**src/sv/tmi_pkg.sv**
```systemverilog
// Shared constants, codes and interface types of the tape machine interpreter core.
package tmi_pkg;

   localparam int CODE_DEPTH  = 4096;
   localparam int TAPE_DEPTH  = 32768;
   localparam int STACK_DEPTH = 64;

   localparam int CODE_AW  = $clog2(CODE_DEPTH);
   localparam int TAPE_AW  = $clog2(TAPE_DEPTH);
   localparam int STACK_AW = $clog2(STACK_DEPTH);
   localparam int STACK_LW = $clog2(STACK_DEPTH + 1);

   localparam int PC_W    = 13;
   localparam int CADDR_W = 12;
   localparam int BYTE_W  = 8;
   localparam int CHAR_W  = 7;
   localparam int OP_W    = 2;

   localparam logic [OP_W-1:0] OP_LOAD    = 2'd0;
   localparam logic [OP_W-1:0] OP_STEP    = 2'd1;
   localparam logic [OP_W-1:0] OP_RESTART = 2'd2;

   localparam logic [BYTE_W-1:0] CH_PLUS  = 8'h2B;
   localparam logic [BYTE_W-1:0] CH_MINUS = 8'h2D;
   localparam logic [BYTE_W-1:0] CH_RIGHT = 8'h3E;
   localparam logic [BYTE_W-1:0] CH_LEFT  = 8'h3C;
   localparam logic [BYTE_W-1:0] CH_OPEN  = 8'h5B;
   localparam logic [BYTE_W-1:0] CH_CLOSE = 8'h5D;
   localparam logic [BYTE_W-1:0] CH_DOT   = 8'h2E;
   localparam logic [BYTE_W-1:0] CH_SPACE = 8'h20;

   typedef enum logic [1:0] {
      ST_IDLE,
      ST_EXEC,
      ST_SKIP,
      ST_HOLD
   } seq_state_type;

   typedef struct packed {
      logic inc;
      logic dec;
      logic right;
      logic left;
   } tape_ctl_type;

   typedef struct packed {
      logic              busy;
      logic [BYTE_W-1:0] data;
   } tape_stat_type;

   typedef struct packed {
      logic               push;
      logic               pop;
      logic               clear;
      logic [CODE_AW-1:0] pos;
   } stack_ctl_type;

   typedef struct packed {
      logic               empty;
      logic               full;
      logic [CODE_AW-1:0] top;
   } stack_stat_type;

endpackage

```
**src/sv/tmi_loop_stack.sv**
```systemverilog
// Loop stack: memory of open bracket positions with its level counter and registered top read.
module tmi_loop_stack (
   input  logic                    clock,
   input  logic                    reset,
   input  tmi_pkg::stack_ctl_type  ctl,
   output tmi_pkg::stack_stat_type stat
);
   import tmi_pkg::*;

   logic [CODE_AW-1:0]  mem_ff [STACK_DEPTH];
   logic [CODE_AW-1:0]  top_ff;
   logic [STACK_LW-1:0] level_ff, level_in;
   logic [STACK_LW-1:0] level_dec;

   assign level_dec = level_ff - 1'b1;

   always_comb begin
      level_in = level_ff;
      if (ctl.clear) begin
         level_in = '0;
      end else if (ctl.push) begin
         level_in = level_ff + 1'b1;
      end else if (ctl.pop) begin
         level_in = level_dec;
      end
   end

   always_ff @(posedge clock) begin
      if (reset) begin
         level_ff <= '0;
      end else begin
         level_ff <= level_in;
      end
   end

   always_ff @(posedge clock) begin
      if (ctl.push && !ctl.clear) begin
         mem_ff[level_ff[STACK_AW-1:0]] <= ctl.pos;
      end
      top_ff <= mem_ff[level_dec[STACK_AW-1:0]];
   end

   assign stat.empty = (level_ff == '0);
   assign stat.full  = (level_ff == STACK_LW'(STACK_DEPTH));
   assign stat.top   = top_ff;

endmodule

```
**config.mk**
```make
export PLATFORM = sky130hd
export DESIGN_NAME = tmi_loop_stack
export DESIGN_NICKNAME = d
export VERILOG_FILES = /design/src/sv/tmi_pkg.sv /design/src/sv/tmi_loop_stack.sv
export SDC_FILE = /design/constraint.sdc
export NUM_CORES = 1
export LEC_CHECK = 0
export BUFFER_PORTS_ARGS = -buffer_cell sky130_fd_sc_hd__buf_2
export CORE_MARGIN = 2
export CORE_UTILIZATION = 57
export CTS_CLUSTER_DIAMETER = 50
export CTS_CLUSTER_SIZE = 40
export DETAILED_ROUTE_END_ITERATION = 16
export GPL_ROUTABILITY_DRIVEN = 1
export PLACE_DENSITY = 0.84
export SLEW_MARGIN = 10
export SYNTH_ARGS = -nofsm -noshare
export SYNTH_HDL_FRONTEND = slang
export SYNTH_SLANG_ARGS = --single-unit
```
**constraint.sdc**
```tcl
create_clock -name clock -period 3 [get_ports clock]
set_input_delay 0.3 -clock clock [delete_from_list [all_inputs] [get_ports clock]]
set_output_delay 0.3 -clock clock [all_outputs]
set_load 0.02 [all_outputs]
```
* After elaboration in Yosys (flattened, before gate mapping)
Memories as Yosys holds them, arrays and structs flattened. A register that Yosys moved wholly into a read port is not among the register bits.
Index checks and enable logic that the tools add are counted.
** Storage, ports and cells
- Register bits :: 7
- RAM bits :: 768
- Input port bits :: 17
- Output and inout bits :: 14
- Memories :: 1
** Cells by class
- Add/subtract/negate cells :: 2
- Equality and inequality tests :: 1
- Multiplexer cells :: 4
- Reductions and logical operators :: 5
** Memories
- mem_ff :: depth 64, width 12, rd ports 1, clocked after memory_dff 1, write ports 1, line tmi_loop_stack.sv:10 : logic [CODE_AW-1:0] mem_ff [STACK_DEPTH];
** Operators by type and width (number)
- 7-bit 2-to-1 mux :: 2
- 7-bit by 1-bit adder with 7-bit output (second input constant) :: 1
- 7-bit equality test (second input constant) :: 1
- 7-bit logical NOT :: 1
- 7-bit by 1-bit subtractor with 7-bit output (second input constant) :: 1
- 1-bit 2-to-1 mux :: 2
- 2-bit nonzero test :: 1
- 2-bit OR reduction :: 1
- 1-bit logical AND :: 1
- 1-bit logical NOT :: 1

* Longest topological paths before layout
- Depth after elaboration :: 4
- Mapped depth :: 13

* Least setup slack after synthesis
No wires, ideal clock.
- Path type :: reg-to-reg
- From :: register level_ff[0]
- To :: register top_ff[9] (read register of mem_ff)
- Arrival time :: 2891 ps
- Required time :: 2864 ps
- Setup slack :: -28 ps
- Stages on the path, launching flop included :: 14
- Path buffers :: 6
- Clock period less this slack :: 3028 ps
- Cell sequence :: dfxtp_1 > clkbuf_1 > buf_2 > buf_1 > inv_1 > ha_1 > buf_2 > clkbuf_1 > clkbuf_1 > mux4_2 > nand3_1 > o211ai_1 > a41oi_1 > a31oi_1
** Between the ends
- Cells in the longest elaborated chain, start to end :: 1
** Ends and longest elaborated chain
- from (decl) :: line tmi_loop_stack.sv:12 : logic [STACK_LW-1:0] level_ff, level_in;
- from (signal assigned) :: line tmi_loop_stack.sv:32 : level_ff <= level_in;
- 7-bit by 1-bit subtractor with 7-bit output :: line tmi_loop_stack.sv:15 : assign level_dec = level_ff - 1'b1;
- to (decl) :: line tmi_loop_stack.sv:11 : logic [CODE_AW-1:0] top_ff;
Every way passes these cells.
A chain may end at the register's enable or synchronous reset.

* Worst setup path after layout
- From :: register level_ff[0]
- To :: register top_ff[0] (read register of mem_ff)
Same word-level chain as after synthesis.

==> flow_results.xml <==
<?xml version="1.0" encoding="UTF-8"?>
<metrics>
  <group name="sta">
    <metric name="worst_slew_margin_rel" unit="%">19.92</metric>
    <metric name="timing.final.hold_violations" unit="">0</metric>
    <metric name="grt_setup_unrepaired" unit="">false</metric>
    <metric name="finalSetupTns" unit="ps">0</metric>
    <metric name="period_minus_slack" unit="ps">2994</metric>
    <metric name="fmax" unit="MHz">334.0</metric>
    <metric name="setup-violations-final" unit="">0</metric>
    <metric name="worst_clock_skew" unit="ps">46.12</metric>
    <metric name="worst_hold_slack" unit="ps">69.01</metric>
    <metric name="actual_transition_at_the_worst_max_transition_pin" unit="ps">1193</metric>
    <metric name="layout_setup_ws" unit="ps">5.705</metric>
    <metric name="final_period_utilization" unit="%">99.81</metric>
    <metric name="finalMaxSlewViolations" unit="">0</metric>
  </group>
  <group name="flow_run">
    <metric name="maxCapViolations" unit="">0</metric>
  </group>
  <group name="worst_setup_path">
    <metric name="ff2ff_path_depth" unit="">8</metric>
    <metric name="worst-setup-path-type" unit="">flop to flop</metric>
    <metric name="setup.worst_path.start_class" unit="">flop</metric>
    <metric name="worstSetupEndpointType" unit="">flop</metric>
    <metric name="crit_arrival" unit="ps">3470</metric>
    <metric name="timing.critical_path.fanout_max" unit="">17</metric>
    <metric name="worst_ep_required_time" unit="ps">3480</metric>
  </group>
  <group name="detailed_routing">
    <metric name="wl_per_cell" unit="um">30.37</metric>
    <metric name="routed-via-count" unit="">15780</metric>
    <metric name="drt_iter0_drc" unit="">2389</metric>
    <metric name="post-route-drc-count" unit="">0</metric>
    <metric name="ant_nets" unit="">0</metric>
    <metric name="drt-total-wl" unit="um">71200</metric>
    <metric name="vias_per_cell" unit="">6.730</metric>
    <metric name="drt_pass1_iterations" unit="">5</metric>
  </group>
  <group name="global_route">
    <metric name="grt_antenna_before_repair" unit="">2</metric>
    <metric name="track_usage" unit="%">26.00</metric>
    <metric name="grt.overflow.total" unit="">0</metric>
    <metric name="maximum_number_of_pins_on_one_net_before_global_route_repair" unit="">65</metric>
    <metric name="grt_pass1_vias" unit="">15810</metric>
    <metric name="grt_first_pass_wirelength" unit="um">105600</metric>
  </group>
  <group name="floorplanning">
    <metric name="design.core.area" unit="mm^2">0.05287</metric>
    <metric name="design.die.area" unit="mm^2">0.05564</metric>
    <metric name="die_x" unit="um">235.9</metric>
    <metric name="floorplan.initialDensity" unit="%">57.97</metric>
    <metric name="die_h" unit="um">235.9</metric>
    <metric name="design.portCount" unit="">31</metric>
    <metric name="placement_rows" unit="">84</metric>
  </group>
  <group name="placement">
    <metric name="place.gp.congestion" unit="">0.8619</metric>
    <metric name="place_worst_setup_slack" unit="ps">82.94</metric>
    <metric name="dp.final_hpwl" unit="um">42210</metric>
    <metric name="numPortBuffers" unit="">30</metric>
  </group>
  <group name="synth">
    <metric name="yosys.cell_types.count" unit="">39</metric>
    <metric name="syn_nets" unit="">1539</metric>
    <metric name="syn-cell-area" unit="mm^2">0.03065</metric>
    <metric name="synth-edff-count" unit="">768</metric>
    <metric name="synth_sequential_area_ratio" unit="%">76.49</metric>
    <metric name="syn-instance-count" unit="">1519</metric>
    <metric name="synth_seq_cells" unit="">787</metric>
    <metric name="postSynth.asyncResetShare" unit="%">0</metric>
    <metric name="syn-mean-instance-area" unit="um^2">20.18</metric>
    <metric name="synth-main-ff-cell" unit="">edfxtp_1</metric>
    <metric name="ys.warnings.count" unit="">0</metric>
  </group>
  <group name="pwr">
    <metric name="max_rail_drop_vdd" unit="mV">0.7739</metric>
    <metric name="total_power" unit="uW">21820</metric>
    <metric name="cellPowerDensity" unit="mW/mm^2">639.9</metric>
    <metric name="power_leakage" unit="uW">0.01075</metric>
  </group>
  <group name="worst_hold_path">
    <metric name="hold_critical_path_depth" unit="">4</metric>
    <metric name="min-delay-path-class" unit="">input port to flop</metric>
  </group>
  <group name="cts">
    <metric name="clock_tree_from_tritoncts" unit="">done</metric>
    <metric name="cts_setup_buffers" unit="">0</metric>
    <metric name="cts.root.buffer_cell" unit="">clkbuf_16</metric>
    <metric name="cts-htree-levels" unit="">2</metric>
    <metric name="buffers_from_clock_root_to_sink_at_most" unit="">3</metric>
    <metric name="cts_num_sinks" unit="">787</metric>
    <metric name="path_clk_slew" unit="ps">90</metric>
    <metric name="cts_made_buffers" unit="">48</metric>
    <metric name="insertion_delay" unit="ps">640</metric>
  </group>
  <group name="final_layout">
    <metric name="nNetsFinal" unit="">1638</metric>
    <metric name="antenna-diode-count" unit="">0</metric>
    <metric name="flow.area_growth_from_synthesis" unit="%">11.28</metric>
    <metric name="drive_gt1_share" unit="%">26.27</metric>
  </group>
  <group name="status">
    <metric name="status" unit="">finished clean</metric>
  </group>
</metrics>
cells in the final DEF (no fill, tap or decap), drive strengths merged, types with 8 or more instances in the layout:
master,Yosys,routed
o211ai,48,48
nand3,90,90
a41oi,12,12
clkinv,0,18
nor3,8,8
inv,52,69
mux4,192,192
dfxtp,19,19
buf,43,144
a31oi,13,13
mux2i,24,24
edfxtp,768,768
o22a,12,12
nor2,81,81
clkbuf,52,49
nand2,63,63
power breakdown:
group / internal [uW] / switching, uW / total, uW / leakage [uW]
registers: 12100 / 77.4 / 12200 / 0.00706
clock network: 3440 / 4190 / 7630 / 0.000859
logic: 706 / 1290 / 1990 / 0.00283
kinds of logic (layout without fill, tap and decap cells):
family	count (synthesis)	in the layout	share of synthesized area, %
DFF	787	787	76.49
and+or+nand+nor	259	259	3.731
muxes	217	217	14.93
buffers and inverters	147	284	2.049
AOI/OAI and AO/OA	94	94	2.335
xor gates and xnor gates	12	12	0.3429
adders and majority gates	3	3	0.1225
worst max-delay path, cell delays in order (launching register included):
cell and delay [ps]:
dfxtp_4 420, inv_1 150, ha_4 540, buf_4 350, mux4_2 340, inv_1 80, o211ai_1 190, a41oi_1 640
a31oi_1 130
cell type report:
class / count / area (um^2)
Clock inverter: 39 / 584.3
Sequential cell: 787 / 23450
Clock buffer: 49 / 1226
Multi-Input combinational cell: 585 / 6675
Tap cell: 688 / 860.8
Fill cell: 3226 / 18760
Inverter: 52 / 195.2
Timing Repair Buffer: 144 / 1119
flip-flops by register name, summed over array words and instances (netlist names):
| signal | count |
|---|---|
| level_ff | 7 |
| mem_ff | 768 |
| top_ff | 12 |
worst paths after layout:
path | slack, ps | endpoint | start
worst max-delay path | 6 | top_ff[0] | level_ff[0]
worst min-delay path | 70 | level_ff[0] | ctl[13]
worst max register to register | 6 | top_ff[0] | level_ff[0]
worst min register to register | 580 | level_ff[6] | level_ff[6]
per-layer routing:
layer / vias up / track usage (%) / routed length [um]
met5: - / 0 / 13
met4: 2 / 8.531 / 2355
met3: 170 / 4.353 / 7825
met2: 1153 / 41.91 / 34990
met1: 8086 / 36.93 / 26010
li1: 6365 / - / -
what timing repair did:
action,4_1_cts,5_1_grt
gates resized for setup,0,4
hold buffers,0,0
endpoints found under the setup margin,0,3
per-stage QoR:
| step | area (um^2) | utilization [%] | std cells |
|---|---|---|---|
| after detailed placement | 32260 | 61.03 | 2256 |
| after global routing | 34110 | 64.52 | 2344 |
| final | 34110 | 64.52 | 2344 |
| after global placement | 32260 | 61.03 | 2256 |
| after CTS | 34080 | 64.46 | 2344 |
| after floorplan | 30650 | - | 1519 |
synth_stat cells (3+ instances only):
master	number	area, um^2
o211ai_1	48	360.4
dfxtp_1	19	380.4
o22a_1	12	105.1
ha_1	3	37.54
nor3_1	8	40.04
nand2_1	63	236.5
nand3_1	90	450.4
mux2i_1	24	240.2
or3_1	4	25.02
a41oi_1	12	105.1
inv_1	52	195.2
xor2_1	5	43.79
xnor2_1	7	61.31
nor2_1	81	304.0
a31oi_1	13	81.33
clkbuf_1	52	195.2
buf_2	28	140.1
buf_1	9	33.78
buf_6	5	56.30
edfxtp_1	768	23060
mux4_2	192	4324
nand2b_1	3	18.77
(Power assumes the default switching activity.)
