$ cat config.mk
export PLATFORM = sky130hd
export DESIGN_NAME = tmi_sequencer
export DESIGN_NICKNAME = d
export VERILOG_FILES = /design/src/sv/tmi_pkg.sv /design/src/sv/tmi_sequencer.sv
export SDC_FILE = /design/constraint.sdc
export NUM_CORES = 1
export LEC_CHECK = 0
export BUFFER_PORTS_ARGS = -buffer_cell sky130_fd_sc_hd__buf_4
export CAP_MARGIN = 15
export CORE_MARGIN = 2
export CORE_UTILIZATION = 47
export DETAILED_ROUTE_END_ITERATION = 16
export GPL_TIMING_DRIVEN = 0
export PLACE_DENSITY = 0.71
export SYNTH_ARGS = -nofsm -noshare
export SYNTH_HDL_FRONTEND = slang
export SYNTH_SLANG_ARGS = --single-unit
$ cat constraint.sdc
create_clock -name clock -period 4 [get_ports clock]
set_input_delay 0.6 -clock clock [delete_from_list [all_inputs] [get_ports clock]]
set_output_delay 0.6 -clock clock [all_outputs]
set_load 0.005 [all_outputs]
$ cat src/sv/tmi_pkg.sv
// Shared constants, codes and interface types of the tape machine interpreter core.
package tmi_pkg;

   localparam int CODE_DEPTH  = 4096;
   localparam int TAPE_DEPTH  = 32768;
   localparam int STACK_DEPTH = 64;

   localparam int CODE_AW  = $clog2(CODE_DEPTH);
   localparam int TAPE_AW  = $clog2(TAPE_DEPTH);
   localparam int STACK_AW = $clog2(STACK_DEPTH);
   localparam int STACK_LW = $clog2(STACK_DEPTH + 1);

   localparam int PC_W    = 13;
   localparam int CADDR_W = 12;
   localparam int BYTE_W  = 8;
   localparam int CHAR_W  = 7;
   localparam int OP_W    = 2;

   localparam logic [OP_W-1:0] OP_LOAD    = 2'd0;
   localparam logic [OP_W-1:0] OP_STEP    = 2'd1;
   localparam logic [OP_W-1:0] OP_RESTART = 2'd2;

   localparam logic [BYTE_W-1:0] CH_PLUS  = 8'h2B;
   localparam logic [BYTE_W-1:0] CH_MINUS = 8'h2D;
   localparam logic [BYTE_W-1:0] CH_RIGHT = 8'h3E;
   localparam logic [BYTE_W-1:0] CH_LEFT  = 8'h3C;
   localparam logic [BYTE_W-1:0] CH_OPEN  = 8'h5B;
   localparam logic [BYTE_W-1:0] CH_CLOSE = 8'h5D;
   localparam logic [BYTE_W-1:0] CH_DOT   = 8'h2E;
   localparam logic [BYTE_W-1:0] CH_SPACE = 8'h20;

   typedef enum logic [1:0] {
      ST_IDLE,
      ST_EXEC,
      ST_SKIP,
      ST_HOLD
   } seq_state_type;

   typedef struct packed {
      logic inc;
      logic dec;
      logic right;
      logic left;
   } tape_ctl_type;

   typedef struct packed {
      logic              busy;
      logic [BYTE_W-1:0] data;
   } tape_stat_type;

   typedef struct packed {
      logic               push;
      logic               pop;
      logic               clear;
      logic [CODE_AW-1:0] pos;
   } stack_ctl_type;

   typedef struct packed {
      logic               empty;
      logic               full;
      logic [CODE_AW-1:0] top;
   } stack_stat_type;

endpackage

$ cat src/sv/tmi_sequencer.sv
// Sequencer: instruction decode, program counter, bracket skip scan and result register.
module tmi_sequencer (
   input  logic                         clock,
   input  logic                         reset,
   input  logic                         req_valid,
   output logic                         req_stall,
   input  logic [tmi_pkg::OP_W-1:0]     req_op,
   input  logic [tmi_pkg::CADDR_W-1:0]  req_code_addr,
   input  logic [tmi_pkg::BYTE_W-1:0]   req_code_byte,
   output logic                         rsp_valid,
   input  logic                         rsp_stall,
   output logic                         rsp_out_valid,
   output logic [tmi_pkg::CHAR_W-1:0]   rsp_out_char,
   output logic                         rsp_halted,
   output logic                         rsp_stack_overflow,
   input  logic                         csr_write,
   input  logic [tmi_pkg::PC_W-1:0]     csr_wdata,
   output logic                         code_we,
   output logic [tmi_pkg::CADDR_W-1:0]  code_waddr,
   output logic [tmi_pkg::BYTE_W-1:0]   code_wdata,
   output logic [tmi_pkg::PC_W-1:0]     code_raddr,
   input  logic [tmi_pkg::BYTE_W-1:0]   code_rdata,
   input  logic                         code_oob,
   output tmi_pkg::tape_ctl_type        tape_ctl,
   input  tmi_pkg::tape_stat_type       tape_stat,
   output tmi_pkg::stack_ctl_type       stack_ctl,
   input  tmi_pkg::stack_stat_type      stack_stat
);
   import tmi_pkg::*;

   seq_state_type      state_ff, state_in;
   logic [PC_W-1:0]    pc_ff, pc_in;
   logic [PC_W-1:0]    len_ff;
   logic [PC_W-1:0]    scan_ff, scan_in;
   logic [PC_W-1:0]    depth_ff, depth_in;
   logic [OP_W-1:0]    op_ff;
   logic [CADDR_W-1:0] addr_ff;
   logic [BYTE_W-1:0]  byte_ff;
   logic               pend_valid_ff;
   logic [CHAR_W-1:0]  pend_char_ff;
   logic               pend_ovf_ff;
   logic               rsp_valid_ff;
   logic               rsp_out_valid_ff;
   logic [CHAR_W-1:0]  rsp_out_char_ff;
   logic               rsp_halted_ff;
   logic               rsp_ovf_ff;
   logic               accept;
   logic               fin;
   logic               out_free;
   logic               out_load;
   logic               res_valid;
   logic [CHAR_W-1:0]  res_char;
   logic               res_ovf;
   logic [BYTE_W-1:0]  code_c;
   logic [BYTE_W-1:0]  tape_byte;
   logic               run;

   assign code_c    = code_oob ? '0 : code_rdata;
   assign tape_byte = tape_stat.data;
   assign run       = (op_ff == OP_STEP) && (pc_ff < len_ff);
   assign req_stall = (state_ff != ST_IDLE) || tape_stat.busy;
   assign accept    = req_valid && !req_stall;
   assign out_free  = !rsp_valid_ff || !rsp_stall;

   assign code_we    = (state_ff == ST_EXEC) && (op_ff == OP_LOAD);
   assign code_waddr = addr_ff;
   assign code_wdata = byte_ff;

   always_comb begin
      state_in   = state_ff;
      pc_in      = pc_ff;
      scan_in    = scan_ff;
      depth_in   = depth_ff;
      code_raddr = pc_ff;
      tape_ctl   = '0;
      stack_ctl  = '0;
      stack_ctl.pos = CODE_AW'(pc_ff);
      fin        = 1'b0;
      res_valid  = 1'b0;
      res_char   = '0;
      res_ovf    = 1'b0;
      unique case (state_ff)
         ST_IDLE: begin
            if (accept) begin
               state_in = ST_EXEC;
            end
         end
         ST_EXEC: begin
            fin = 1'b1;
            if (op_ff == OP_RESTART) begin
               pc_in           = '0;
               stack_ctl.clear = 1'b1;
            end else if (run) begin
               pc_in = pc_ff + 1'b1;
               case (code_c)
                  CH_PLUS:  tape_ctl.inc   = 1'b1;
                  CH_MINUS: tape_ctl.dec   = 1'b1;
                  CH_RIGHT: tape_ctl.right = 1'b1;
                  CH_LEFT:  tape_ctl.left  = 1'b1;
                  CH_DOT: begin
                     if (!tape_byte[BYTE_W-1] && (tape_byte >= CH_SPACE)) begin
                        res_valid = 1'b1;
                        res_char  = tape_byte[CHAR_W-1:0];
                     end
                  end
                  CH_OPEN: begin
                     if (tape_byte == '0) begin
                        fin        = 1'b0;
                        state_in   = ST_SKIP;
                        scan_in    = pc_ff + 1'b1;
                        depth_in   = '0;
                        code_raddr = pc_ff + 1'b1;
                     end else if (!stack_stat.full) begin
                        stack_ctl.push = 1'b1;
                     end else begin
                        res_ovf = 1'b1;
                     end
                  end
                  CH_CLOSE: begin
                     if (!stack_stat.empty) begin
                        if (tape_byte == '0) begin
                           stack_ctl.pop = 1'b1;
                        end else begin
                           pc_in = PC_W'(stack_stat.top) + 1'b1;
                        end
                     end
                  end
                  default: begin
                  end
               endcase
            end
         end
         ST_SKIP: begin
            code_raddr = scan_ff + 1'b1;
            scan_in    = scan_ff + 1'b1;
            if (scan_ff >= len_ff) begin
               pc_in = len_ff;
               fin   = 1'b1;
            end else if (code_c == CH_OPEN) begin
               depth_in = depth_ff + 1'b1;
            end else if (code_c == CH_CLOSE) begin
               if (depth_ff == '0) begin
                  pc_in = scan_ff + 1'b1;
                  fin   = 1'b1;
               end else begin
                  depth_in = depth_ff - 1'b1;
               end
            end
         end
         ST_HOLD: begin
         end
         default: begin
            state_in = ST_IDLE;
         end
      endcase
      out_load = out_free && (fin || (state_ff == ST_HOLD));
      if (fin) begin
         state_in = out_free ? ST_IDLE : ST_HOLD;
      end else if ((state_ff == ST_HOLD) && out_free) begin
         state_in = ST_IDLE;
      end
   end

   always_ff @(posedge clock) begin
      if (reset) begin
         state_ff     <= ST_IDLE;
         pc_ff        <= '0;
         len_ff       <= '0;
         rsp_valid_ff <= 1'b0;
      end else begin
         state_ff <= state_in;
         pc_ff    <= pc_in;
         if (csr_write) begin
            len_ff <= csr_wdata;
         end
         if (out_load) begin
            rsp_valid_ff <= 1'b1;
         end else if (!rsp_stall) begin
            rsp_valid_ff <= 1'b0;
         end
      end
   end

   always_ff @(posedge clock) begin
      scan_ff  <= scan_in;
      depth_ff <= depth_in;
      if (accept) begin
         op_ff   <= req_op;
         addr_ff <= req_code_addr;
         byte_ff <= req_code_byte;
      end
      if (fin && !out_free) begin
         pend_valid_ff <= res_valid;
         pend_char_ff  <= res_char;
         pend_ovf_ff   <= res_ovf;
      end
      if (out_load) begin
         rsp_out_valid_ff <= fin ? res_valid : pend_valid_ff;
         rsp_out_char_ff  <= fin ? res_char  : pend_char_ff;
         rsp_ovf_ff       <= fin ? res_ovf   : pend_ovf_ff;
         rsp_halted_ff    <= (pc_in >= len_ff);
      end
   end

   assign rsp_valid          = rsp_valid_ff;
   assign rsp_out_valid      = rsp_out_valid_ff;
   assign rsp_out_char       = rsp_out_char_ff;
   assign rsp_halted         = rsp_halted_ff;
   assign rsp_stack_overflow = rsp_ovf_ff;

endmodule

; Word level (Yosys, flattened, before mapping)
; Index checks and enable logic that the tools add are counted.
[classes]
eq_ne = 25
magnitude_cmp = 4
n_mux = 86
add_sub_neg = 5
n_reduce_logical = 25
[op_table]
columns = operator, count
row1 = 13-bit 2-to-1 mux, 25
row2 = 13-bit case mux with 2 select lines, 4
row3 = 7-bit 2-to-1 mux, 6
row4 = 8-bit by 6-bit equality test with 1-bit output (second input constant), 5
row5 = 13-bit by 1-bit adder with 13-bit output (second input constant), 3
row6 = 1-bit 2-to-1 mux, 34
row7 = 13-bit greater-or-equal comparator, 2
row8 = 2-bit 2-to-1 mux, 10
row9 = 8-bit by 7-bit equality test with 1-bit output (second input constant), 2
row10 = 12-bit by 1-bit adder with 13-bit output (second input constant), 1
row11 = 13-bit logical NOT, 1
row12 = 13-bit less-than comparator, 1
row13 = 13-bit by 1-bit subtractor with 13-bit output (second input constant), 1
row14 = 4-bit 2-to-1 mux, 3
row15 = 8-bit by 6-bit greater-or-equal comparator with 1-bit output (second input constant), 1
row16 = 8-bit logical NOT, 1
row17 = 8-bit 2-to-1 mux, 1
row18 = 4-bit by 2-bit inequality test with 1-bit output (second input constant), 2
row19 = 4-bit by 3-bit inequality test with 1-bit output (second input constant), 2
row20 = 8-bit AND reduction, 1
row21 = 1-bit logical AND, 7
row22 = 2-bit equality test (second input constant), 3
row23 = 2-bit by 1-bit inequality test with 1-bit output (second input constant), 3
row24 = 2-bit inequality test (second input constant), 3
row25 = other kinds (13), 23
[totals]
input_bits = 72
register_bits = 96
out_inout_bits = 65
elab_cells = 161

; Depth between registers and ports, before layout
; Gate-level depths: netlist (run 1).
[logic_depth]
depth_word = 9
depth_mapped = 18
depth_no_buf = 16

; Worst setup path before layout (run 1)
; OpenSTA, ideal clock, no wires.
[synth_path]
path_kind = input port to flip-flop
startpoint = in code_rdata[7] (netlist name)
endpoint = reg rsp_halted_ff (netlist: rsp_halted), data pin
t_required_ps = 3738
path_slack_ps = 96
arrival_time_ps = 3642
path_buffers = 2
path_stages = 16
setup_ps = 262
cell_sequence = nand4bb_1 > or4_1 > buf_2 > nor3_4 > buf_6 > mux2i_1 > mux2i_1 > a221o_1 > ha_1 > a21o_1 > a21o_1 > a21o_1 > a21o_1 > a21oi_1 > o31a_1 > o21ai_0
[synth_between]
elab_chain_cells = 7
elab_cells_between_ends = 11
cone_classes = order compare (1) / eq/ne (2) / mux (8)
[synth_lines]
columns = item, line_no
row1 = start: declaration, tmi_sequencer.sv:22  ; input logic [tmi_pkg::BYTE_W-1:0] code_rdata,
row2 = 8-bit 2-to-1 mux *, tmi_sequencer.sv:58  ; assign code_c = code_oob ? '0 : code_rdata;
row3 = 8-bit by 7-bit equality test with 1-bit output, "tmi_sequencer.sv:95, tmi_sequencer.sv:141"
row4 = 13-bit 2-to-1 mux (on tied branches), "tmi_sequencer.sv:141, tmi_sequencer.sv:95"
row5 = 13-bit 2-to-1 mux (on tied branches), "tmi_sequencer.sv:139, tmi_sequencer.sv:93"
row6 = 13-bit 2-to-1 mux (on tied branches), "tmi_sequencer.sv:136, tmi_sequencer.sv:90"
row7 = 13-bit case mux with 2 select lines *, tmi_sequencer.sv:82  ; unique case (state_ff)
row8 = net pc_in[5], tmi_sequencer.sv:32  ; logic [PC_W-1:0] pc_ff, pc_in;
row9 = 13-bit greater-or-equal comparator *, tmi_sequencer.sv:201  ; rsp_halted_ff <= (pc_in >= len_ff);
row10 = end signal: assignment, tmi_sequencer.sv:201
row11 = end: declaration, tmi_sequencer.sv:45  ; logic rsp_halted_ff;
; The timed path passes the listed nets; every way through them passes the cells marked *.
; A chain may end at the register's enable or synchronous reset.

; Final worst setup path (run 1)
[layout_path]
startpoint = in code_oob
endpoint = reg rsp_halted_ff (netlist: rsp_halted), data pin
[layout_between]
elab_chain_cells = 7
elab_cells_between_ends = 11
cone_classes = order compare (1) / eq/ne (2) / mux (8)
[layout_lines]
columns = item, line_no
row1 = start: declaration, tmi_sequencer.sv:23  ; input logic code_oob,
row2 = 8-bit 2-to-1 mux *, tmi_sequencer.sv:58
row3 = 8-bit by 7-bit equality test with 1-bit output, "tmi_sequencer.sv:95, tmi_sequencer.sv:141"
row4 = 13-bit 2-to-1 mux (on tied branches), "tmi_sequencer.sv:141, tmi_sequencer.sv:95"
row5 = 13-bit 2-to-1 mux (on tied branches), "tmi_sequencer.sv:139, tmi_sequencer.sv:93"
row6 = 13-bit 2-to-1 mux (on tied branches), "tmi_sequencer.sv:136, tmi_sequencer.sv:90"
row7 = 13-bit case mux with 2 select lines *, tmi_sequencer.sv:82
row8 = 13-bit greater-or-equal comparator *, tmi_sequencer.sv:201
; Every way passes the cells marked *; elsewhere a longest branch is shown, timed or not.

==> key figures, run 1 <==
Clocking
  • Clock Tree Buf Depth: 2
  • Root Buffer: clkbuf_16
  • Total CTS buffers: 9
  • H-tree Lvls: 3
  • Clock-pin slew on the worst setup and hold paths: ~0.070 ns
  • CTS tree: yes
  • Clock latency on the worst-skew pair: roughly 0.36 ns
  • Hold-fix buffers, CTS: 0
  • Clock Sink Count: 96

Synthesis
  • Synth top area share: ~30%
  • Synth Area in Simple Gates: 18.1%
  • Avg Cell Area, Syn: ~10 µm²
  • Post-synthesis net count: just over 800
  • Synth top area cells: edfxtp_1 (30%), ha_1 (10%), dfxtp_1 (8.5%), mux2i_1 (5.9%), nor2_1 (3.6%)
  • Cells after Synth: 701
  • Most frequent cell after synthesis: edfxtp_1
  • Area share of fa/ha/maj cells after synthesis: approximately 11%
  • Synth top cells by count: edfxtp_1 (67), nor2_1 (66), ha_1 (57)
  • Post-synth top area cell: edfxtp_1
  • Main combinational cell family by area after synthesis: simple AND/OR/NAND/NOR gates
  • Yosys warns: 0
  • Synth unique cells: 75
  • Synth Area in XOR/XNOR: roughly 5.4%
  • Register area share after synthesis: 38.1%
  • Async set or reset register ratio after synthesis: 0%
  • Synth Register Bits: between 90 and 100
  • EDFF count, synth: between 60 and 70
  • Ys flop type: edfxtp_1
  • Multiplexer share of the synthesized area: 7.86%
  • Mapped Area: 0.00681 mm²
  • Synth Area in Compound Gates: about 15%

GRT
  • Vias in the first global route: approximately 6000
  • Antenna violations before repair: 1
  • Largest net degree at the start of global routing: 23
  • Total gr overflow: 0
  • First-pass GRT wire length: 31.3 mm
  • Gr usage total: between 20 and 30%

Placement
  • Worst slack at placement: -0.461 ns
  • Dpl cell area: 0.00806 mm²
  • Port Buffers: ~140
  • GPL Wtd Cong: 0.924
  • Detailed placement HPWL: about 15 mm

Drt
  • Drt initial violations: ~530
  • Via count: approximately 6200
  • Final routed DRC violation total: 0
  • Post-Route WL: slightly above 20 mm
  • TritonRoute pass-1 iters: 5
  • Final ANT Viol Nets: 0
  • WL/cell: around 19 µm
  • Via/cell ratio: between 5 and 6

Setup path
  • Crit path depth: 17
  • Most used cell, CP: a21o_1
  • Critical-path cell list: buf_4, nand4bb_1, or4_1, clkbuf_4, nor3_4, buf_6, mux2_2, mux2i_2, o221a_2, ha_4, nand2b_1, a21o_1, a21o_1, a21o_1, a21oi_2, o31a_1, o21ai_0
  • Crit path max-delay family: compound AO/OA/AOI/OAI gates
  • Reg2reg path depth: 15
  • CP Buf/Inv Count: 3
  • CP Max Fanout: 5
  • Crit Path Class: primary input to flip-flop
  • CP Launch Type: primary input
  • Crit path DAT: slightly above 4 ns
  • Worst Path Required: 4.11 ns
  • Max incr delay on CP: around 0.52 ns
  • Slowest CP cell: or4_1
  • CP endpoint kind: flip-flop

Die
  • Die area: between 0.015 and 0.02 mm²
  • Die height: 124 µm
  • Core region area: roughly 0.014 mm²
  • Standard-cell rows: 43
  • Initial Util: between 40% and 50%
  • Die X: roughly 120 µm
  • # IOs: 137

Cells and area
  • N_diodes: 0
  • Nets: 1006
  • Layout cells sized above 1: just under 30%
  • Final Cell Area: between 0.008 and 0.009 mm²
  • Synth-to-layout area growth: 28.9%

Pwr
  • Total chip power: approximately 0.0035 W
  • Peak VDD IR: 203 µV
  • Pleak: 3.67 nW
  • P per Cell Area: 395 mW/mm²

Outcome
  • Failing checks: setup timing
  • Status: finished, violations left

STA
  • Setup TNS: -0.00195 ns
  • Period utilisation layout: 100%
  • Final Hold Viols: 0
  • Worst-Margin Slew: 1.10 ns
  • Setup Skew: 0.00848 ns
  • # setup viols final: 1
  • Fmax: about 0.25 GHz
  • Pins Over Slew Limit: 0
  • Minimum clock period: ~4.0 ns
  • Max-slew headroom: 26.7%
  • Post-route worst setup slack: -0.00195 ns

Flow run
  • Max_cap viols: 0

Hold path
  • Hold Crit Class: primary input to flip-flop
  • Worst hold stages: 1
-- what timing repair did --
action,CTS,global route
buffers inserted,6,24
endpoints found under the setup margin,1,4
resized for setup,12,40
pin swaps,3,16
-- layer usage --
metal	wire [µm]	part of all wire, %	vias up	track usage [%]
li1	-	-	2936	-
met1	8120	40	2927	32.6
met2	9740	48	309	40.6
met3	1450	7.2	69	3.61
met4	922	4.6	0	13.0
met5	0	0	-	0
-- cell families after synthesis --
kind of cell / Yosys count
flops: 96
buf+inv: 78
fa+ha+maj: 58
compound gates: 137
mux: 52
simple gates: 238
xor+xnor: 42
-- state kept, by name, summed over array words and instances (netlist names), 2 cells and up --
register / count
code_waddr: 12
code_wdata: 8
depth_ff: 13
len_ff: 13
op_ff: 2
pc_ff: 13
pend_char_ff: 7
rsp_out_char: 7
scan_ff: 13
state_ff: 2
-- path summary, 6_finish.rpt --
path	slack [ns]	from	end
max	-0.002	code_oob	rsp_halted$_DFFE_PP_
min	0.42	req_code_byte[2]	code_wdata[2]$_DFFE_PP_
max reg2reg	0.01	pc_ff[9]$_SDFF_PP0_	rsp_halted$_DFFE_PP_
min reg2reg	0.50	len_ff[3]$_SDFFE_PP0P_	len_ff[3]$_SDFFE_PP0P_
-- power breakdown --
part	switching [W]	internal (W)	leakage, nW
Combinational	0.000735	0.000561	2.65
Clock	0.000422	0.000435	0.139
Sequential	0.0000963	0.00122	0.886
-- cells in the final DEF, fill, tap and decap left out, drive strengths merged, types with 12 or more instances in the layout --
cell type,netlist,routed
nand3,20,20
a22o,13,13
xnor2,25,25
a21o,13,13
edfxtp,67,67
buf,21,185
nand2,47,47
nor2,66,66
xor2,17,17
a21oi,33,33
inv,38,43
mux2,12,12
o21ai,22,22
dfxtp,29,29
mux2i,40,40
nor3,21,21
ha,57,57
clkbuf,19,28
-- metrics by stage --
| stage | utilization (%) | std cells | hold WS (ns) |
|---|---|---|---|
| after global placement | 57.3 | 1016 | 0.481 |
| after detailed placement | 57.4 | 1017 | 0.485 |
| after CTS | 60.0 | 1039 | 0.415 |
| after floorplan | - | 701 | 0.460 |
| final | 62.5 | 1061 | 0.419 |
| after global routing | 62.5 | 1061 | 0.410 |
-- cell type report --
cell class                 count  area, µm²
clock buffer                   9        225
multi-input combinational    527       4040
sequential                    96       2600
fill                        1179       5260
clock inverter                 7       58.8
tap                          180        225
inverter                      38        143
timing repair buffer         166       1260
buffer                        38        234
Power figures use the tool's default switching activity.
==> inputs of run 2 (changes only) <==
--- a/config.mk
+++ b/config.mk
@@ -7,11 +7,12 @@
 export LEC_CHECK = 0
 export BUFFER_PORTS_ARGS = -buffer_cell sky130_fd_sc_hd__buf_4
 export CAP_MARGIN = 15
+export CORE_ASPECT_RATIO = 0.9
 export CORE_MARGIN = 2
 export CORE_UTILIZATION = 47
 export DETAILED_ROUTE_END_ITERATION = 16
 export GPL_TIMING_DRIVEN = 0
-export PLACE_DENSITY = 0.71
+export PLACE_DENSITY = 0.68
 export SYNTH_ARGS = -nofsm -noshare
 export SYNTH_HDL_FRONTEND = slang
 export SYNTH_SLANG_ARGS = --single-unit
==> constraint.sdc (replaced) <==
create_clock -name clock -period 4.6 [get_ports clock]
set_input_delay 0.69 -clock clock [delete_from_list [all_inputs] [get_ports clock]]
set_output_delay 0.69 -clock clock [all_outputs]
set_load 0.005 [all_outputs]
==> key figures, run 2 (synthesis gave the netlist of run 1 again) <==
STA
  • Setup Skew: 0.0138 ns (+0.00529 ns)
  • Minimum clock period: 4.41 ns
  • Final Hold Viols: 0 (unchanged)
  • Worst-Margin Slew: 1.00 ns (-0.0992 ns)
  • Setup TNS: 0 ns (+0.00195 ns)
  • Pins Over Slew Limit: 0 (unchanged)
  • Post-route worst setup slack: 0.185 ns (+0.187 ns)
  • Fmax: approximately 0.23 GHz
  • Hold slack: 0.494 ns (+0.0743 ns)
  • Max-slew headroom: 33.3% (+6.6 points)
  • Period utilisation layout: 96.0%
  • # setup viols final: 0 (-1)
  • RSZ-0062 raised after global routing: false

Clocking
  • CTS tree: yes
  • Clock-pin slew on the worst setup and hold paths: 0.08 ns (about the same)
  • Post-CTS Repair Setup Buffers: 0 (-6)
  • Clock latency on the worst-skew pair: 0.36 ns (about the same)
  • Root Buffer: clkbuf_16
  • H-tree Lvls: 3 (unchanged)
  • Clock Sink Count: 96 (unchanged)
  • Clock Tree Buf Depth: 2 (unchanged)
  • Total CTS buffers: 9 (unchanged)

Drt
  • Via count: 5985 (-4.1%)
  • Final ANT Viol Nets: 0 (unchanged)
  • WL/cell: 18.4 µm (-3.5%)
  • Post-Route WL: 19.3 mm (-4.9%)
  • Final routed DRC violation total: 0 (unchanged)
  • TritonRoute pass-1 iters: 5 (unchanged)
  • Drt initial violations: 409 (-23%)
  • Via/cell ratio: 5.72 (-2.7%)

Setup path
  • Critical path launch point: pc_ff[4]$_SDFF_PP0_
  • Crit path DAT: 4.52 ns (+0.41 ns)
  • Crit Path Class: flip-flop to flip-flop
  • Critical-path cell list: ha_1, or3_1, o221ai_1, nand4_1, a211oi_1, a221o_1, ha_1, a21o_1, a21o_1, a21o_1, a21o_1, a21oi_1, o31a_1, o21ai_0
  • FF-to-FF setup slack: 0.19 ns (+0.18 ns)
  • Reg-to-Reg Start: pc_ff[4]$_SDFF_PP0_
  • Worst Path Required: 4.70 ns (+0.59 ns)
  • CP Buf/Inv Count: 0 (-3)
  • Crit path max-delay family: compound AO/OA/AOI/OAI gates
  • Reg2reg path depth: 14 (-1)
  • CP endpoint kind: flip-flop
  • CP Max Fanout: 8 (+3)
  • CP Launch Type: flip-flop
  • Slowest CP cell: o221ai_1
  • Most used cell, CP: a21o_1
  • Max incr delay on CP: 0.58 ns (+0.06 ns)
  • FF-to-FF End: rsp_halted$_DFFE_PP_

Pwr
  • Peak VDD IR: 195 µV (-4.1%)
  • P per Cell Area: 346 mW/mm² (-13%)
  • Pleak: 3.52 nW (-4.3%)

Die
  • Initial Util: 48.3% (-0.22 points)
  • # IOs: 137 (unchanged)
  • Standard-cell rows: 41 (-4.7%)
  • Die height: 118 µm (-5.0%)
  • Core region area: 0.0141 mm² (+0.46%)
  • Die X: 131 µm (+5.2%)
  • Die area: 0.0155 mm² (about the same)

Hold path
  • Worst hold stages: 2 (+1)
  • Hold Crit Class: flip-flop to flip-flop
  • Worst Hold Path EP: len_ff[8]$_SDFFE_PP0P_
  • Hold Crit Start: len_ff[8]$_SDFFE_PP0P_

Cells and area
  • Layout cells sized above 1: 23.4% (-6.1 points)
  • Final Cell Area: 0.00839 mm² (-4.4%)
  • Commonest non-fill, non-tap cell in the layout: buf_4
  • Nets: 978 (-2.8%)
  • Most frequent cells in the layout: buf_4 (147), edfxtp_1 (67), nor2_1 (65), ha_1 (57), nand2_1 (46)
  • N_diodes: 0 (unchanged)
  • Synth-to-layout area growth: 23.2%

Placement
  • GPL Wtd Cong: 0.933 (+0.93%)
  • Detailed placement HPWL: 15.2 mm (-1.3%)
  • Worst slack at placement: 0.0531 ns (+0.514 ns)
  • Dpl cell area: 0.00808 mm² (+0.20%)
  • Port Buffers: 135 (unchanged)

Flow run
  • Max_cap viols: 0 (unchanged)

GRT
  • Gr usage total: 25.2% (+0.098 points)
  • Antenna violations before repair: 0 (-1)
  • Total gr overflow: 0 (unchanged)
  • Vias in the first global route: 5867 (-2.6%)
  • Largest net degree at the start of global routing: 23 (unchanged)
  • First-pass GRT wire length: 30.2 mm (-3.7%)

Outcome
  • Status: finished, final reports clean
-- run 2: cell types whose count changed in the layout (fill, tap and decap cells not counted), moves of 3 or more --
cell | before | now
buf_2 | 1 | 5
buf_4 | 175 | 147
dfxtp_1 | 23 | 29
dfxtp_2 | 6 | 0
ha_1 | 50 | 57
ha_4 | 7 | 0
inv_1 | 32 | 37
inv_2 | 6 | 1
nor3_1 | 16 | 19
-- run 2: worst reg2reg max path, cell delays in order (launching register included) --
cell	delay (ns)
dfxtp_1	0.44
ha_1	0.29
or3_1	0.39
o221ai_1	0.58
nand4_1	0.53
a211oi_1	0.35
a221o_1	0.22
ha_1	0.27
a21o_1	0.17
a21o_1	0.19
a21o_1	0.18
a21o_1	0.17
a21oi_1	0.13
o31a_1	0.17
o21ai_0	0.09
-- run 2: what timing repair did --
action                                  in CTS  in global routing
gates resized for setup                      0                  1
endpoints found under the setup margin       0                  1
hold buffers                                 0                  0
-- run 2: layout make-up --
| class | instances | area, µm² |
|---|---|---|
| multi-input cells | 527 | 3860 |
| flip-flops and latches | 96 | 2590 |
| fillers | 1223 | 5710 |
| inverters | 38 | 143 |
| plain buffers | 40 | 220 |
| clock inverters | 7 | 88.8 |
| well taps | 193 | 241 |
| repair buffers | 136 | 1020 |
| clock buffers | 9 | 225 |
-- run 2: how the worst max path moves through the flow --
stage | endpoint | cells past startpoint
after global routing | rsp_halted$_DFFE_PP_ | 16
after CTS | rsp_halted$_DFFE_PP_ | 15
after global placement | rsp_halted$_DFFE_PP_ | 16
final | rsp_halted$_DFFE_PP_ | 14
after detailed placement | rsp_halted$_DFFE_PP_ | 16
after floorplan | rsp_halted$_DFFE_PP_ | 16
-- run 2: through the flow --
stage / utilization, % / std cells / total power (W)
finish: 59.5 / 1046 / 0.00290
global placement: 57.2 / 1029 / 0.00207
global route: 59.5 / 1046 / 0.00306
detailed placement: 57.3 / 1030 / 0.00210
CTS: 59.5 / 1046 / 0.00291
floorplan: - / 701 / 0.00178
-- run 2: report_power, final --
part	total [W]	switching, W	internal (W)
Combinational	0.000952	0.000566	0.000386
Clock	0.000805	0.000371	0.000434
Sequential	0.00114	0.0000816	0.00106
Total	0.00290	0.00102	0.00188
-- run 2: metal layers --
metal / track usage, % / vias up / wire length, µm / share of wire [%]
met5: 0 / - / 0 / 0
met4: 8.78 / 0 / 569 / 3.0
met3: 4.53 / 45 / 1060 / 5.5
met2: 41.6 / 238 / 9260 / 48
met1: 33.0 / 2837 / 8370 / 43
li1: - / 2865 / - / -
==> inputs of run 3 (changes only) <==
--- a/config.mk
+++ b/config.mk
@@ -7,12 +7,14 @@
 export LEC_CHECK = 0
 export BUFFER_PORTS_ARGS = -buffer_cell sky130_fd_sc_hd__buf_4
 export CAP_MARGIN = 15
+export CELL_PAD_IN_SITES_DETAIL_PLACEMENT = 0
+export CELL_PAD_IN_SITES_GLOBAL_PLACEMENT = 1
 export CORE_ASPECT_RATIO = 0.9
 export CORE_MARGIN = 2
-export CORE_UTILIZATION = 47
+export CORE_UTILIZATION = 43
 export DETAILED_ROUTE_END_ITERATION = 16
 export GPL_TIMING_DRIVEN = 0
-export PLACE_DENSITY = 0.68
+export PLACE_DENSITY = 0.79
 export SYNTH_ARGS = -nofsm -noshare
 export SYNTH_HDL_FRONTEND = slang
 export SYNTH_SLANG_ARGS = --single-unit
==> key figures, run 3 (synthesis gave the netlist of run 1 again) <==
Pwr
  • Peak VDD IR: 184 µV (-5.5%)
  • Pleak: 3.52 nW (about the same)
  • P per Cell Area: 345 mW/mm² (-0.33%)

Placement
  • Port Buffers: 135 (unchanged)
  • Detailed placement HPWL: 16.0 mm (+5.4%)
  • GPL Wtd Cong: 0.914 (-2.0%)

Cells and area
  • Nets: 979 (+0.10%)
  • Most frequent cells in the layout: buf_4 (150), edfxtp_1 (67), nor2_1 (65), ha_1 (57), nand2_1 (46)
  • Synth-to-layout area growth: 23.5%
  • Register Area: 0.00259 mm² (unchanged)
  • Post-layout util: 54.5% (-5.0 points)
  • Commonest non-fill, non-tap cell in the layout: buf_4
  • Fillers: 1417 (+16%)
  • Layout cells sized above 1: 23.7% (+0.21 points)
  • Multi-input gate area: 0.00386 mm² (+0.13%)
  • N_diodes: 0 (unchanged)

STA
  • # setup viols final: 0 (unchanged)
  • Period utilisation layout: 95.6% (-0.36 points)
  • Hold slack: 0.499 ns (+0.00556 ns)
  • RSZ-0062 raised after global routing: false
  • Worst-Margin Slew: 0.968 ns (-0.0322 ns)
  • Fmax: 0.227 GHz (+0.37%)
  • Setup Skew: 0.0113 ns (-0.00243 ns)
  • Final Hold Viols: 0 (unchanged)
  • Pins Over Slew Limit: 0 (unchanged)
  • Minimum clock period: 4.40 ns (-0.0164 ns)
  • Max-slew headroom: 35.5% (+2.1 points)

Die
  • # IOs: 137 (unchanged)
  • Die height: 123 µm (+4.4%)
  • Core region area: 0.0154 mm² (+9.5%)
  • Die X: 137 µm (+4.4%)
  • Die area: 0.0169 mm² (+9.0%)
  • Initial Util: 44.1% (-4.2 points)
  • Standard-cell rows: 43 (+4.9%)

Drt
  • WL/cell: 19.0 µm (+3.0%)
  • Via count: 5962 (-0.38%)
  • TritonRoute pass-1 iters: 5 (unchanged)
  • Via/cell ratio: 5.65 (-1.3%)
  • Final routed DRC violation total: 0 (unchanged)
  • Post-Route WL: 20.0 mm (+4.0%)
  • Final ANT Viol Nets: 0 (unchanged)
  • Drt initial violations: 403 (-1.5%)

Clocking
  • Root Buffer: clkbuf_16
  • Total CTS buffers: 9 (unchanged)
  • Clock Tree Buf Depth: 2 (unchanged)
  • H-tree Lvls: 3 (unchanged)
  • Clock latency on the worst-skew pair: 0.36 ns (about the same)
  • Hold-fix buffers, CTS: 0 (unchanged)
  • Clock Sink Count: 96 (unchanged)
  • Clock-pin slew on the worst setup and hold paths: 0.07 ns (about the same)
  • CTS tree: yes

Setup path
  • Crit Path Class: primary input to flip-flop
  • Worst Path Required: 4.65 ns (-0.05 ns)
  • Crit path DAT: 4.45 ns (-0.07 ns)
  • CP Launch Type: primary input
  • Max incr delay on CP: 0.52 ns (-0.06 ns)
  • Most used cell, CP: a21o_1
  • CP Max Fanout: 10 (+2)
  • Slowest CP cell: or4_1
  • Critical-path cell list: buf_4, nand4bb_1, or4_1, buf_2, nor3_4, buf_6, mux2i_1, mux2i_1, a221o_1, ha_1, a21o_1, a21o_1, a21o_1, a21o_1, a21oi_1, o31a_1, o21ai_0
  • CP endpoint kind: flip-flop

GRT
  • Gr usage total: 23.6% (-1.6 points)
  • First-pass GRT wire length: 30.5 mm (+1.0%)
  • Total gr overflow: 0 (unchanged)
  • Vias in the first global route: 5799 (-1.2%)
  • Largest net degree at the start of global routing: 23 (unchanged)
  • Antenna violations before repair: 0 (unchanged)

Flow run
  • Max_cap viols: 0 (unchanged)

Hold path
  • Hold Crit Class: flip-flop to flip-flop

Outcome
  • Status: finished, final reports clean
==> run 3: path summary, 6_finish.rpt <==
check                                        startpoint                       to  slack [ns]  depth (start not counted)
worst min-delay path            len_ff[12]$_SDFFE_PP0P_  len_ff[12]$_SDFFE_PP0P_        0.50                          2
worst max register to register  len_ff[10]$_SDFFE_PP0P_     rsp_halted$_DFFE_PP_        0.23                         16
worst min register to register  len_ff[12]$_SDFFE_PP0P_  len_ff[12]$_SDFFE_PP0P_        0.50                          2
worst max-delay path                           code_oob     rsp_halted$_DFFE_PP_        0.20                         17
==> run 3: layer usage <==
metal  global-route usage [%]  routed length (µm)  up-vias
met3                     3.61                1140       40
met2                     40.0                9600      207
met5                        0                   0        -
met4                     8.85                 600        0
li1                         -                   -     2873
met1                     30.5                8690     2842
==> run 3: critical path, delay by kind of cell <==
family	cells	cell delay, ns
compound gates	8	1.53
fa+ha+maj	1	0.20
buf+inv	3	0.56
mux	2	0.30
simple gates	3	1.15
==> run 3: stage by stage <==
stage	total power, W	TNS [ns]	worst slack [ns]	cell area [µm²]	std cells
after global routing	0.00305	0	0.0238	8410	1056
after floorplan	0.00178	0	0.606	6810	701
after CTS	0.00290	0	0.0624	8390	1055
final	0.00290	0	0.202	8410	1056
after global placement	0.00209	-0.0523	-0.0523	8080	1038
after detailed placement	0.00212	-0.0676	-0.0676	8090	1039
==> run 3: what timing repair did <==
item | in CTS | in global routing
endpoints found under the setup margin | 0 | 1
buffers inserted | 0 | 1
resized for setup | 0 | 5
==> run 3: final cells by class <==
cell class,count,area share [%]
buffer,40,2.65
clock buffer,9,2.68
clock inverter,7,0.967
inverter,38,1.70
multi-input combinational,527,45.9
sequential,96,30.8
tap,202,3.01
timing repair buffer,137,12.2
==> run 3: power breakdown <==
part,switching (W),leakage (nW),internal [W]
Clock,0.000387,0.150,0.000389
Combinational,0.000583,2.48,0.000390
Sequential,0.0000859,0.883,0.00106
Total,0.00106,3.52,0.00184
